===== src/design/gcl_pkg.sv =====
// shared constants, config register codes and helpers for the golomb code length block
// no dependencies; used by gcl_cell, gcl_tail and golomb_code_length
package gcl_pkg;

  localparam int VALUE_WIDTH_DEF = 16;

  localparam int DIV_W      = 16;
  localparam int ORDER_W    = 4;
  localparam int LEN_W      = 17;
  localparam int EXTRA_W    = 5;
  localparam int CFG_IDX_W  = 2;
  localparam int CFG_DATA_W = 16;
  localparam int BITLEN_W   = 7;

  localparam logic [LEN_W-1:0] LEN_MAX = {LEN_W{1'b1}};

  typedef enum logic [CFG_IDX_W-1:0] {
    CFG_CODE_MODE       = 2'd0,
    CFG_GOLOMB_DIVISOR  = 2'd1,
    CFG_EXPGOLOMB_ORDER = 2'd2
  } cfg_index_t;

  typedef enum logic {
    MODE_GOLOMB    = 1'b0,
    MODE_EXPGOLOMB = 1'b1
  } code_mode_t;

  // position of the highest set bit plus one, zero for zero
  function automatic logic [BITLEN_W-1:0] bit_length(input logic [63:0] x);
    logic [BITLEN_W-1:0] n;
    n = '0;
    for (int i = 0; i < 64; i++) begin
      if (x[i]) begin
        n = BITLEN_W'(i + 1);
      end
    end
    return n;
  endfunction

endpackage


===== src/design/gcl_cell.sv =====
// one restoring division step of the quotient chain, registered with its own valid
// depends on gcl_pkg
module gcl_cell #(
  parameter int VW = gcl_pkg::VALUE_WIDTH_DEF
) (
  input  logic                     clk,
  input  logic                     rst_n,
  input  logic                     up_valid,
  output logic                     up_ready,
  output logic                     down_valid,
  input  logic                     down_ready,
  input  logic [gcl_pkg::DIV_W-1:0] divisor,
  input  logic [gcl_pkg::DIV_W-1:0] in_rem,
  input  logic [VW-1:0]            in_dq,
  input  logic [VW:0]              in_top,
  output logic [gcl_pkg::DIV_W-1:0] out_rem,
  output logic [VW-1:0]            out_dq,
  output logic [VW:0]              out_top
);

  logic                      valid_r;
  logic [gcl_pkg::DIV_W-1:0] rem_r, rem_nxt;
  logic [VW-1:0]             dq_r, dq_nxt;
  logic [VW:0]               top_r;
  logic [gcl_pkg::DIV_W:0]   trial;
  logic [gcl_pkg::DIV_W:0]   diff;
  logic                      qbit;

  // dividend bits leave at the top of dq while quotient bits enter at the bottom
  always_comb begin
    trial   = {in_rem, in_dq[VW-1]};
    diff    = trial - {1'b0, divisor};
    qbit    = (trial >= {1'b0, divisor});
    rem_nxt = qbit ? diff[gcl_pkg::DIV_W-1:0] : trial[gcl_pkg::DIV_W-1:0];
    dq_nxt  = {in_dq[VW-2:0], qbit};
  end

  assign up_ready   = !valid_r || down_ready;
  assign down_valid = valid_r;
  assign out_rem    = rem_r;
  assign out_dq     = dq_r;
  assign out_top    = top_r;

  always_ff @(posedge clk) begin
    if (!rst_n) begin
      valid_r <= 1'b0;
    end else if (up_ready) begin
      valid_r <= up_valid;
    end
    if (up_valid && up_ready) begin
      rem_r <= rem_nxt;
      dq_r  <= dq_nxt;
      top_r <= in_top;
    end
  end

endmodule


===== src/design/gcl_tail.sv =====
// final length assembly for both code families, saturation and the output register
// depends on gcl_pkg
module gcl_tail #(
  parameter int VW = gcl_pkg::VALUE_WIDTH_DEF
) (
  input  logic                        clk,
  input  logic                        rst_n,
  input  logic                        up_valid,
  output logic                        up_ready,
  input  logic [VW-1:0]               quo,
  input  logic [gcl_pkg::DIV_W-1:0]   rem,
  input  logic [VW:0]                 top,
  input  logic                        mode,
  input  logic [gcl_pkg::ORDER_W-1:0] order,
  input  logic [gcl_pkg::LEN_W-1:0]   thresh,
  input  logic [gcl_pkg::EXTRA_W-1:0] extra_lo,
  input  logic [gcl_pkg::EXTRA_W-1:0] extra_hi,
  output logic                        out_valid,
  input  logic                        out_stall,
  output logic [gcl_pkg::LEN_W-1:0]   out_code_length
);

  localparam int SUM_W = (VW + 2 > 18) ? VW + 2 : 18;

  logic                             valid_r;
  logic [gcl_pkg::LEN_W-1:0]        len_r, len_nxt;
  logic [gcl_pkg::EXTRA_W-1:0]      extra;
  logic [gcl_pkg::BITLEN_W-1:0]     top_bits;
  logic [SUM_W-1:0]                 sum_g;
  logic [SUM_W-1:0]                 sum_e;
  logic [SUM_W-1:0]                 sum;

  always_comb begin
    // truncated binary: short remainder code below the threshold
    extra    = ({1'b0, rem} < thresh) ? extra_lo : extra_hi;
    sum_g    = SUM_W'(quo) + SUM_W'(1) + SUM_W'(extra);
    top_bits = gcl_pkg::bit_length(64'(top));
    sum_e    = (SUM_W'(top_bits) << 1) - SUM_W'(1) + SUM_W'(order);
    sum      = (mode == gcl_pkg::MODE_EXPGOLOMB) ? sum_e : sum_g;
    if (sum > SUM_W'(gcl_pkg::LEN_MAX)) begin
      len_nxt = gcl_pkg::LEN_MAX;
    end else begin
      len_nxt = sum[gcl_pkg::LEN_W-1:0];
    end
  end

  assign up_ready        = !valid_r || !out_stall;
  assign out_valid       = valid_r;
  assign out_code_length = len_r;

  always_ff @(posedge clk) begin
    if (!rst_n) begin
      valid_r <= 1'b0;
    end else if (up_ready) begin
      valid_r <= up_valid;
    end
    if (up_valid && up_ready) begin
      len_r <= len_nxt;
    end
  end

endmodule


===== src/design/golomb_code_length.sv =====
// top level of the golomb / exp-golomb code length block: config registers, front stage,
// quotient cell chain and tail; depends on gcl_pkg, gcl_cell and gcl_tail
//
// Takes one signed value per request and returns the bit length of its Golomb code
// (divisor m) or exp-Golomb code (order k), chosen by the code_mode register. The value
// is zigzag mapped in a front register, then divided by m in a chain of VALUE_WIDTH
// cells, each producing one quotient bit and passing its partial remainder on; the tail
// adds the unary and remainder lengths (or forms the exp-Golomb length from a value
// carried alongside) and saturates to 17 bits. One request is taken every clock cycle
// unless in_stall holds it off; a result passes through the front register, the cell
// chain and the output register in turn. Every stage has its own valid and holds only
// while the stage after it is full and stalled, so gaps in the stream are squeezed out
// under output backpressure. Configuration writes must be done with the block empty; the
// values derived from the divisor are registered again from the config registers.
module golomb_code_length #(
  parameter int VALUE_WIDTH = gcl_pkg::VALUE_WIDTH_DEF
) (
  input  logic                           clk,
  input  logic                           rst_n,
  // request channel
  input  logic                           in_valid,
  output logic                           in_stall,
  input  logic signed [VALUE_WIDTH-1:0]  in_signed_value,
  // result channel
  output logic                           out_valid,
  input  logic                           out_stall,
  output logic [gcl_pkg::LEN_W-1:0]      out_code_length,
  // configuration write port
  input  logic                           cfg_we,
  input  logic [gcl_pkg::CFG_IDX_W-1:0]  cfg_index,
  input  logic [gcl_pkg::CFG_DATA_W-1:0] cfg_wdata
);

  localparam int DW = gcl_pkg::DIV_W;
  localparam int EW = gcl_pkg::EXTRA_W;

  // configuration registers as written
  logic                        cfg_mode_r;
  logic [DW-1:0]               cfg_divisor_r;
  logic [gcl_pkg::ORDER_W-1:0] cfg_order_r;

  // values derived from the divisor, registered from the written divisor register
  logic [DW-1:0]               divisor_r, divisor_nxt;
  logic [gcl_pkg::LEN_W-1:0]   thresh_r, thresh_nxt;
  logic [EW-1:0]               extra_lo_r, extra_lo_nxt;
  logic [EW-1:0]               extra_hi_r, extra_hi_nxt;
  logic [gcl_pkg::BITLEN_W-1:0] div_bits;

  // front stage
  logic                        front_valid_r;
  logic [VALUE_WIDTH-1:0]      u_r, u_nxt;
  logic [VALUE_WIDTH:0]        top_r, top_nxt;
  logic                        front_ready;

  // stage 0 is the front register, stage VALUE_WIDTH the last cell
  logic                        st_valid [0:VALUE_WIDTH];
  logic                        st_ready [0:VALUE_WIDTH];
  logic [DW-1:0]               st_rem   [0:VALUE_WIDTH];
  logic [VALUE_WIDTH-1:0]      st_dq    [0:VALUE_WIDTH];
  logic [VALUE_WIDTH:0]        st_top   [0:VALUE_WIDTH];

  // config writes; an index past the last register is ignored
  always_ff @(posedge clk) begin
    if (!rst_n) begin
      cfg_mode_r    <= gcl_pkg::MODE_GOLOMB;
      cfg_divisor_r <= DW'(1);
      cfg_order_r   <= '0;
    end else if (cfg_we) begin
      unique case (cfg_index)
        gcl_pkg::CFG_CODE_MODE:       cfg_mode_r    <= cfg_wdata[0];
        gcl_pkg::CFG_GOLOMB_DIVISOR:  cfg_divisor_r <= cfg_wdata[DW-1:0];
        gcl_pkg::CFG_EXPGOLOMB_ORDER: cfg_order_r   <= cfg_wdata[gcl_pkg::ORDER_W-1:0];
        default: ;
      endcase
    end
  end

  // divisor zero acts as one; remainder code length by the truncated binary rule
  always_comb begin
    divisor_nxt  = (cfg_divisor_r == '0) ? DW'(1) : cfg_divisor_r;
    div_bits     = gcl_pkg::bit_length(64'(divisor_nxt));
    thresh_nxt   = '0;
    extra_lo_nxt = '0;
    extra_hi_nxt = '0;
    if (divisor_nxt == DW'(1)) begin
      // unary only
    end else if ((divisor_nxt & (divisor_nxt - DW'(1))) == '0) begin
      extra_lo_nxt = EW'(div_bits - 1'b1);
      extra_hi_nxt = EW'(div_bits - 1'b1);
    end else begin
      extra_lo_nxt = EW'(div_bits - 1'b1);
      extra_hi_nxt = EW'(div_bits);
      thresh_nxt   = (gcl_pkg::LEN_W'(1) << div_bits) - gcl_pkg::LEN_W'(divisor_nxt);
    end
  end

  always_ff @(posedge clk) begin
    if (!rst_n) begin
      divisor_r  <= DW'(1);
      thresh_r   <= '0;
      extra_lo_r <= '0;
      extra_hi_r <= '0;
    end else begin
      divisor_r  <= divisor_nxt;
      thresh_r   <= thresh_nxt;
      extra_lo_r <= extra_lo_nxt;
      extra_hi_r <= extra_hi_nxt;
    end
  end

  // zigzag without an adder: negative v maps to ~(2v)
  always_comb begin
    u_nxt   = {in_signed_value[VALUE_WIDTH-2:0], 1'b0} ^ {VALUE_WIDTH{in_signed_value[VALUE_WIDTH-1]}};
    // exp-golomb prefix operand (u >> k) + 1
    top_nxt = ({1'b0, u_nxt} >> cfg_order_r) + (VALUE_WIDTH + 1)'(1);
  end

  assign front_ready = !front_valid_r || st_ready[0];
  assign in_stall    = !front_ready;

  always_ff @(posedge clk) begin
    if (!rst_n) begin
      front_valid_r <= 1'b0;
    end else if (front_ready) begin
      front_valid_r <= in_valid;
    end
    if (in_valid && front_ready) begin
      u_r   <= u_nxt;
      top_r <= top_nxt;
    end
  end

  assign st_valid[0] = front_valid_r;
  assign st_rem[0]   = '0;
  assign st_dq[0]    = u_r;
  assign st_top[0]   = top_r;

  // quotient chain, most significant bit first
  for (genvar i = 0; i < VALUE_WIDTH; i++) begin : g_cell
    gcl_cell #(
      .VW (VALUE_WIDTH)
    ) u_cell (
      .clk        (clk),
      .rst_n      (rst_n),
      .up_valid   (st_valid[i]),
      .up_ready   (st_ready[i]),
      .down_valid (st_valid[i+1]),
      .down_ready (st_ready[i+1]),
      .divisor    (divisor_r),
      .in_rem     (st_rem[i]),
      .in_dq      (st_dq[i]),
      .in_top     (st_top[i]),
      .out_rem    (st_rem[i+1]),
      .out_dq     (st_dq[i+1]),
      .out_top    (st_top[i+1])
    );
  end

  gcl_tail #(
    .VW (VALUE_WIDTH)
  ) u_tail (
    .clk             (clk),
    .rst_n           (rst_n),
    .up_valid        (st_valid[VALUE_WIDTH]),
    .up_ready        (st_ready[VALUE_WIDTH]),
    .quo             (st_dq[VALUE_WIDTH]),
    .rem             (st_rem[VALUE_WIDTH]),
    .top             (st_top[VALUE_WIDTH]),
    .mode            (cfg_mode_r),
    .order           (cfg_order_r),
    .thresh          (thresh_r),
    .extra_lo        (extra_lo_r),
    .extra_hi        (extra_hi_r),
    .out_valid       (out_valid),
    .out_stall       (out_stall),
    .out_code_length (out_code_length)
  );

`ifndef SYNTHESIS
  // an accepted request always lands in the front register
  a_front_load: assert property (@(posedge clk) disable iff (!rst_n)
    (in_valid && !in_stall) |=> front_valid_r)
    else $error("accepted request not captured by front stage");

  // the last cell holds its item while the tail cannot take it
  a_chain_hold: assert property (@(posedge clk) disable iff (!rst_n)
    (st_valid[VALUE_WIDTH] && !st_ready[VALUE_WIDTH]) |=> st_valid[VALUE_WIDTH])
    else $error("item dropped at the end of the cell chain");

  // remainder code lengths differ by at most one bit
  a_extra_span: assert property (@(posedge clk) disable iff (!rst_n)
    (extra_hi_r >= extra_lo_r) && (extra_hi_r - extra_lo_r <= EW'(1)))
    else $error("inconsistent remainder length table");

  // every code has at least one bit
  a_len_nonzero: assert property (@(posedge clk) disable iff (!rst_n)
    out_valid |-> (out_code_length != '0))
    else $error("zero code length delivered");
`endif

endmodule

===== config.mk =====
export PLATFORM = sky130hd
export DESIGN_NAME = golomb_code_length
export DESIGN_NICKNAME = d
export VERILOG_FILES = /design/src/design/gcl_pkg.sv /design/src/design/gcl_cell.sv /design/src/design/gcl_tail.sv /design/src/design/golomb_code_length.sv
export SDC_FILE = /design/constraint.sdc
export NUM_CORES = 1
export LEC_CHECK = 0
export BUFFER_PORTS_ARGS = -buffer_cell sky130_fd_sc_hd__buf_2
export CORE_MARGIN = 8
export CORE_UTILIZATION = 50
export CTS_BUF_LIST = sky130_fd_sc_hd__clkbuf_16
export CTS_CLUSTER_SIZE = 12
export DETAILED_ROUTE_END_ITERATION = 7
export HOLD_SLACK_MARGIN = 0.1
export PLACE_DENSITY = 0.75
export RECOVER_POWER = 25
export SLEW_MARGIN = 40
export SYNTH_ARGS = -nofsm -noshare
export SYNTH_HDL_FRONTEND = slang
export SYNTH_HIERARCHICAL = 1
export SYNTH_SLANG_ARGS = --single-unit
export TNS_END_PERCENT = 5

===== constraint.sdc =====
create_clock -name clk -period 13.85 [get_ports clk]
set_clock_uncertainty 0.2 [all_clocks]
set_input_delay 2.0775 -clock clk [delete_from_list [all_inputs] [get_ports clk]]
set_output_delay 2.0775 -clock clk [all_outputs]
set_load 0.05 [all_outputs]

==> results of run 1 <==
-- layer usage --
layer / up-vias / routed length [µm]
met1: 15300 / 47100
met5: - / 23
li1: 15600 / -
met3: 192 / 5700
met4: 4 / 3770
met2: 816 / 52100
-- registers in the layout (all words and copies together), names as in the netlist --
signal	count
cfg_order_r	4
u_tail/out_code_length	17
cfg_divisor_r	16
divisor_r	16
u_tail/out_valid	1
u_r	16
extra_hi_r	5
top_r	17
g_cell.u_cell/down_valid	16
g_cell.u_cell/out_dq	256
thresh_r	17
extra_lo_r	5
cfg_mode_r	1
g_cell.u_cell/out_rem	256
front_valid_r	1
g_cell.u_cell/out_top	272
-- final cells by class --
type                       instances  area (µm²)
clock buffer                     102        2550
clock inverter                    58         372
fill                            8426       46300
inverter                         393        1500
multi-input combinational       2779       21700
sequential                       916       26700
tap                             1368        1710
timing repair buffer              74         433
-- power breakdown --
part | switching, mW | leakage [nW] | internal, mW
Sequential | 0.0328 | 8.22 | 3.05
Clock | 1.02 | 1.55 | 1.34
Combinational | 0.315 | 10.1 | 0.246
Total | 1.37 | 19.8 | 4.64
-- layout by cell type, fill, tap and decap left out, types with 29 or more instances in the layout --
master and n:
edfxtp_1 834, inv_1 414, ha_1 298, nor2_1 225, nand2_1 222, o21ai_0 156
a21oi_1 146, mux2_4 116, xnor2_1 113, nand3_1 103, xor2_1 103, clkbuf_16 102
o21a_1 88, a21o_1 84, nor3_1 75, o31ai_1 67, dfxtp_1 66, a21boi_0 59
mux2_2 58, buf_2 57, mux2i_1 55, nand2b_1 53, a31oi_1 48, a211oi_1 48
nor2b_1 46, nand4_1 40, a211o_1 35, and2_1 33, conb_1 32, a21oi_2 31
o211ai_1 30, and3_1 29
-- kinds of logic after synthesis --
kind of cell    count (synthesis)
xor+xnor                      216
mux                           247
buf+inv                       505
other cells                     1
flops                         916
fa+ha+maj                     317
compound gates                968
simple gates                  999
-- worst max path at each step --
stage	start	to	cells past startpoint
3_5_place_dp	out_stall	in_stall	20
4_1_cts	out_stall	in_stall	20
2_1_floorplan	out_stall	in_stall	18
6_report	out_stall	in_stall	20
3_3_place_gp	out_stall	in_stall	20
5_1_grt	out_stall	in_stall	20
-- stage by stage --
stage,total power [mW],cell area (µm²),util (%),setup WS (ns)
2_1_floorplan,3.56,50900,-,6.27
3_3_place_gp,3.68,52000,51.4,5.77
3_5_place_dp,3.69,52100,51.4,5.70
4_1_cts,6.07,55000,54.3,5.65
5_1_grt,6.24,55000,54.3,5.30
6_report,6.00,55000,54.3,5.57
-- worst register-to-register path: cells and delay by family, from the launching register on --
| kind | cells | cell delay [ns] |
|---|---|---|
| buffers and inverters | 2 | 0.11 |
| DFF | 1 | 0.39 |
| AOI/OAI and AO/OA | 8 | 1.98 |
| adders and majority gates | 3 | 0.77 |
| and+or+nand+nor | 5 | 1.26 |
==> results.json, run 1 <==
{
  "clk_pin_slew_ns": 0.06,
  "core_area_um2": 101000,
  "holdPathStages": 0,
  "setup_viol": 0,
  "synth_top_family_by_area": "compound AO/OA/AOI/OAI gates",
  "reg2reg_to": "thresh_r[16]",
  "drcViolationCount": 0,
  "cts-root-buf": "clkbuf_16",
  "die_area_um2": 112000,
  "post-route-min-period_ns": 8.28,
  "drt_iter0_drc": 2255,
  "yosys.area.top_type_share_pct": 49.3,
  "io_pins": 58,
  "crit_chain": "buf_2, nand2_1, nand2b_1, nand2b_1, nand2b_1, nand2b_1, nand2b_1, nand2b_1, nand2b_1, nand2b_1, nand2b_1, nand2b_1, nand2b_1, nand2b_1, nand2b_1, nand2b_1, nand2b_1, nand2b_1, nor2b_1, buf_2",
  "post-place-cells": 5530,
  "worstPathMaxFanout": 3,
  "hold_class": "reg2reg",
  "path_class": "in2out",
  "globalRouteMet3Util_pct": 3.05,
  "synthAdderAreaFrac_pct": 8.09,
  "dp.final_hpwl_um": 76900,
  "drt-vias-per-instance": 5.61,
  "ctsHoldBuffers": 0,
  "fp.dieH_um": 335,
  "timing.rr.start": "cfg_divisor_r[11]",
  "clock_latency_ns": 0.67,
  "antenna_found_initial": 3,
  "worstRegToRegCells": 18,
  "ys_seq_area_share_pct": 52.5,
  "io_buffers": 57,
  "yosysWarnings": 6,
  "fin_cells": 5690,
  "maxCapViolations": 0,
  "cts.path.max_buffers": 3,
  "finalWirelength_um": 109000,
  "synth_top_cells_by_area": "edfxtp_1 (49%), ha_1 (7.3%), mux2_4 (3.4%)",
  "worst_slew_pin_slew_ns": 0.878,
  "synthSimpleGateAreaFrac_pct": 10.2,
  "slowest_delay_ns": 0.39,
  "end_kind": "primary output",
  "met1_usage_pct": 24.6,
  "cp_slowest_cell": "buf_2",
  "maxSlewViolCount": 0,
  "crit_arrival_ns": 6.00,
  "antenna_cells": 0,
  "grt_pass1_wl_um": 171000,
  "clock_sinks": 916,
  "synth.most_common_cell": "edfxtp_1",
  "cts.repair.resized": 0,
  "critPathTopFamily": "simple AND/OR/NAND/NOR gates",
  "vdd_ir_drop_max_uv": 96.1,
  "worstSetupStartpointType": "primary input",
  "final_hold_viol_count": 0,
  "synth_top_cell_by_area": "edfxtp_1",
  "track_usage_pct": 19.0,
  "vias": 31900,
  "initial_core_util_pct": 50.2,
  "grt.overflow.total": 0,
  "synth_xor_area_share_pct": 3.72,
  "synth_commonest_cells": "edfxtp_1 (834), inv_1 (382), ha_1 (298)",
  "cp.required_ns": 11.57,
  "grt_pass1_vias": 31200,
  "cts_setup_buffers": 0,
  "p_per_area_nw_per_um2": 109,
  "critPathBufInv": 2,
  "synth_compound_gate_area_share_pct": 13.9,
  "setup_tns_ns": 0,
  "synth-edff-count": 834,
  "ys_seq_elements": 916,
  "gp_congestion": 0.871,
  "area_growth_pct": 8.23,
  "ys_types": 101,
  "cts_buffers": 96,
  "hp-start": "g_cell[1].u_cell/out_top[4]",
  "crit_top_cell": "nand2b_1",
  "avgSynthCellArea_um2": 12.2,
  "r2r_slack_ns": 8.99,
  "slew_headroom_pct": 41.5,
  "rows": 117,
  "gr-max-usage-layer": "met2",
  "outcome": "finished clean",
  "firstDrtPassIters": 6,
  "grtUsageMet2_pct": 32.5,
  "wire_per_inst_um": 19.1,
  "cellLeakagePower_nw": 19.8,
  "syn_inst": 4169,
  "fin_nets": 4616,
  "muxShareOfSynthArea_pct": 6.48,
  "async_flop_share_pct": 0,
  "detail-route-antenna-nets": 0,
  "whs_endpoint": "g_cell[2].u_cell/out_top[4]",
  "grt_max_degree": 58,
  "whs_ns": 0.207,
  "synth_area_um2": 50800,
  "min_period_over_period_pct": 59.8,
  "die_width_um": 335,
  "htreeDepth": 3,
  "fmax_ghz": 0.121,
  "rsz0062_at_grt": "no",
  "layout-drive-gt1-share_pct": 13.2,
  "synthFlopType": "edfxtp_1",
  "cts_tree": "built"
}
Power figures use the tool's default switching activity.
==> run 2: changes to the inputs <==
Clock period 13.85 ns to 7.78 ns, I/O delays scaled along.
==> run 2 against run 1 <==
Against the previous run:
- largest power group unchanged
- final area increased by 0.10%
- critical endpoint unchanged
- critical path depth is the same
- hold slack barely moved
==> results.json, run 2 (synthesis gave the netlist of run 1 again) <==
{
  "outcome": "finished clean",
  "clock_latency_ns": 0.66,
  "fp.dieH_um": 335,
  "cp.required_ns": 6.41,
  "grt_max_degree": 58,
  "io_pins": 58,
  "min_period_over_period_pct": 83.1,
  "clock_sinks": 916,
  "firstDrtPassIters": 5,
  "grt.overflow.total": 0,
  "cts.path.max_buffers": 3,
  "drt-vias-per-instance": 5.65,
  "fin_ws_ns": 1.31,
  "grt_pass1_vias": 31100,
  "dp.final_hpwl_um": 76500,
  "ctsHoldBuffers": 0,
  "final_common_cell": "edfxtp_1",
  "worstSetupStartpointType": "primary input",
  "track_usage_pct": 19.0,
  "die_width_um": 335,
  "setup_tns_ns": 0,
  "initial_core_util_pct": 50.2,
  "cts-root-buf": "clkbuf_16",
  "htreeDepth": 3,
  "cts.repair.resized": 0,
  "final_area_um2": 55100,
  "cts_setup_buffers": 0,
  "vias": 32100,
  "clk_pin_slew_ns": 0.06,
  "fin_nets": 4615,
  "drt_iter0_drc": 2177,
  "die_area_um2": 112000,
  "fmax_ghz": 0.155,
  "whs_ns": 0.207,
  "worstPathMaxFanout": 3,
  "end_kind": "primary output",
  "largest_reg_flops": 272,
  "core_area_um2": 101000,
  "placed_area_um2": 52100,
  "layout_common_cells": "edfxtp_1 (834), inv_1 (403), ha_1 (298)",
  "final_hold_viol_count": 0,
  "pre_cts_ws_ns": 1.48,
  "maxCapViolations": 0,
  "setup_viol": 0,
  "slew_headroom_pct": 38.3,
  "path_class": "in2out",
  "rsz0062_at_grt": "no",
  "io_buffers": 57,
  "post-route-min-period_ns": 6.47,
  "cts_buffers": 96,
  "drcViolationCount": 0,
  "finalWirelength_um": 109000,
  "gp_congestion": 0.901,
  "layout-drive-gt1-share_pct": 13.3,
  "area_growth_pct": 8.34,
  "vdd_ir_drop_max_uv": 182,
  "maxSlewViolCount": 0,
  "wire_per_inst_um": 19.1,
  "cts_tree": "built",
  "cellLeakagePower_nw": 19.8,
  "antenna_found_initial": 2,
  "crit_arrival_ns": 5.10,
  "detail-route-antenna-nets": 0,
  "rows": 117,
  "p_per_area_nw_per_um2": 197,
  "antenna_cells": 0,
  "worst_slew_pin_slew_ns": 0.925,
  "grt_pass1_wl_um": 170000,
  "hold_class": "reg2reg"
}
## run 2: cell count changes in the layout (fill, tap and decap cells not counted)
cell        delta
clkinvlp_4     +6
clkbuf_16      -1
inv_2          +3
buf_4          -1
clkinv_8       -2
inv_16         +2
inv_6          -2
clkinv_2       -4
bufinv_16      +5
inv_1         -11
clkinv_1       +4
clkinv_16      -2
## run 2: worst max-delay path: stages
cell and delay [ns]:
buf_2 0.09, nand2_1 0.06, nand2b_1 0.17, nand2b_1 0.23
nand2b_1 0.21, nand2b_1 0.18, nand2b_1 0.18, nand2b_1 0.19
nand2b_1 0.20, nand2b_1 0.20, nand2b_1 0.21, nand2b_1 0.21
nand2b_1 0.20, nand2b_1 0.18, nand2b_1 0.18, nand2b_1 0.19
nand2b_1 0.18, nand2b_1 0.17, nor2b_1 0.31, buf_2 0.40
## run 2: routing by layer
layer	wire [µm]	up-vias	part of all wire, %	GRT usage, %
met1	47000	15400	43	24.4
met4	4500	2	4.1	7.74
met3	5330	224	4.9	2.70
met2	52000	851	48	32.2
met5	13	-	0.012	0
li1	-	15600	-	-
## run 2: cell type report
class	instances	area, µm²
Fill cell	8457	46200
Timing Repair Buffer	73	425
Tap cell	1368	1710
Multi-Input combinational cell	2779	21700
Clock buffer	101	2530
Sequential cell	916	26700
Inverter	393	1500
Clock inverter	57	462
## run 2: through the flow
stage	power [mW]	utilization (%)	std cells
2_1_floorplan	6.34	-	4200
3_3_place_gp	6.55	51.4	5528
3_5_place_dp	6.57	51.4	5529
4_1_cts	10.9	54.4	5687
5_1_grt	11.2	54.4	5687
6_report	10.8	54.4	5687
## run 2: worst paths after layout
kind                                 from                           end  slack, ns  cells past startpoint
max                             out_stall                      in_stall       1.31                     20
min          g_cell[2].u_cell/out_top[10]  g_cell[3].u_cell/out_top[10]       0.21                      0
max reg2reg             cfg_divisor_r[12]                  thresh_r[16]       2.88                     18
min reg2reg  g_cell[2].u_cell/out_top[10]  g_cell[3].u_cell/out_top[10]       0.21                      0
## run 2: power breakdown
group	switching [mW]	internal, mW
registers	0.0575	5.43
logic	0.561	0.437
clock network	1.82	2.53
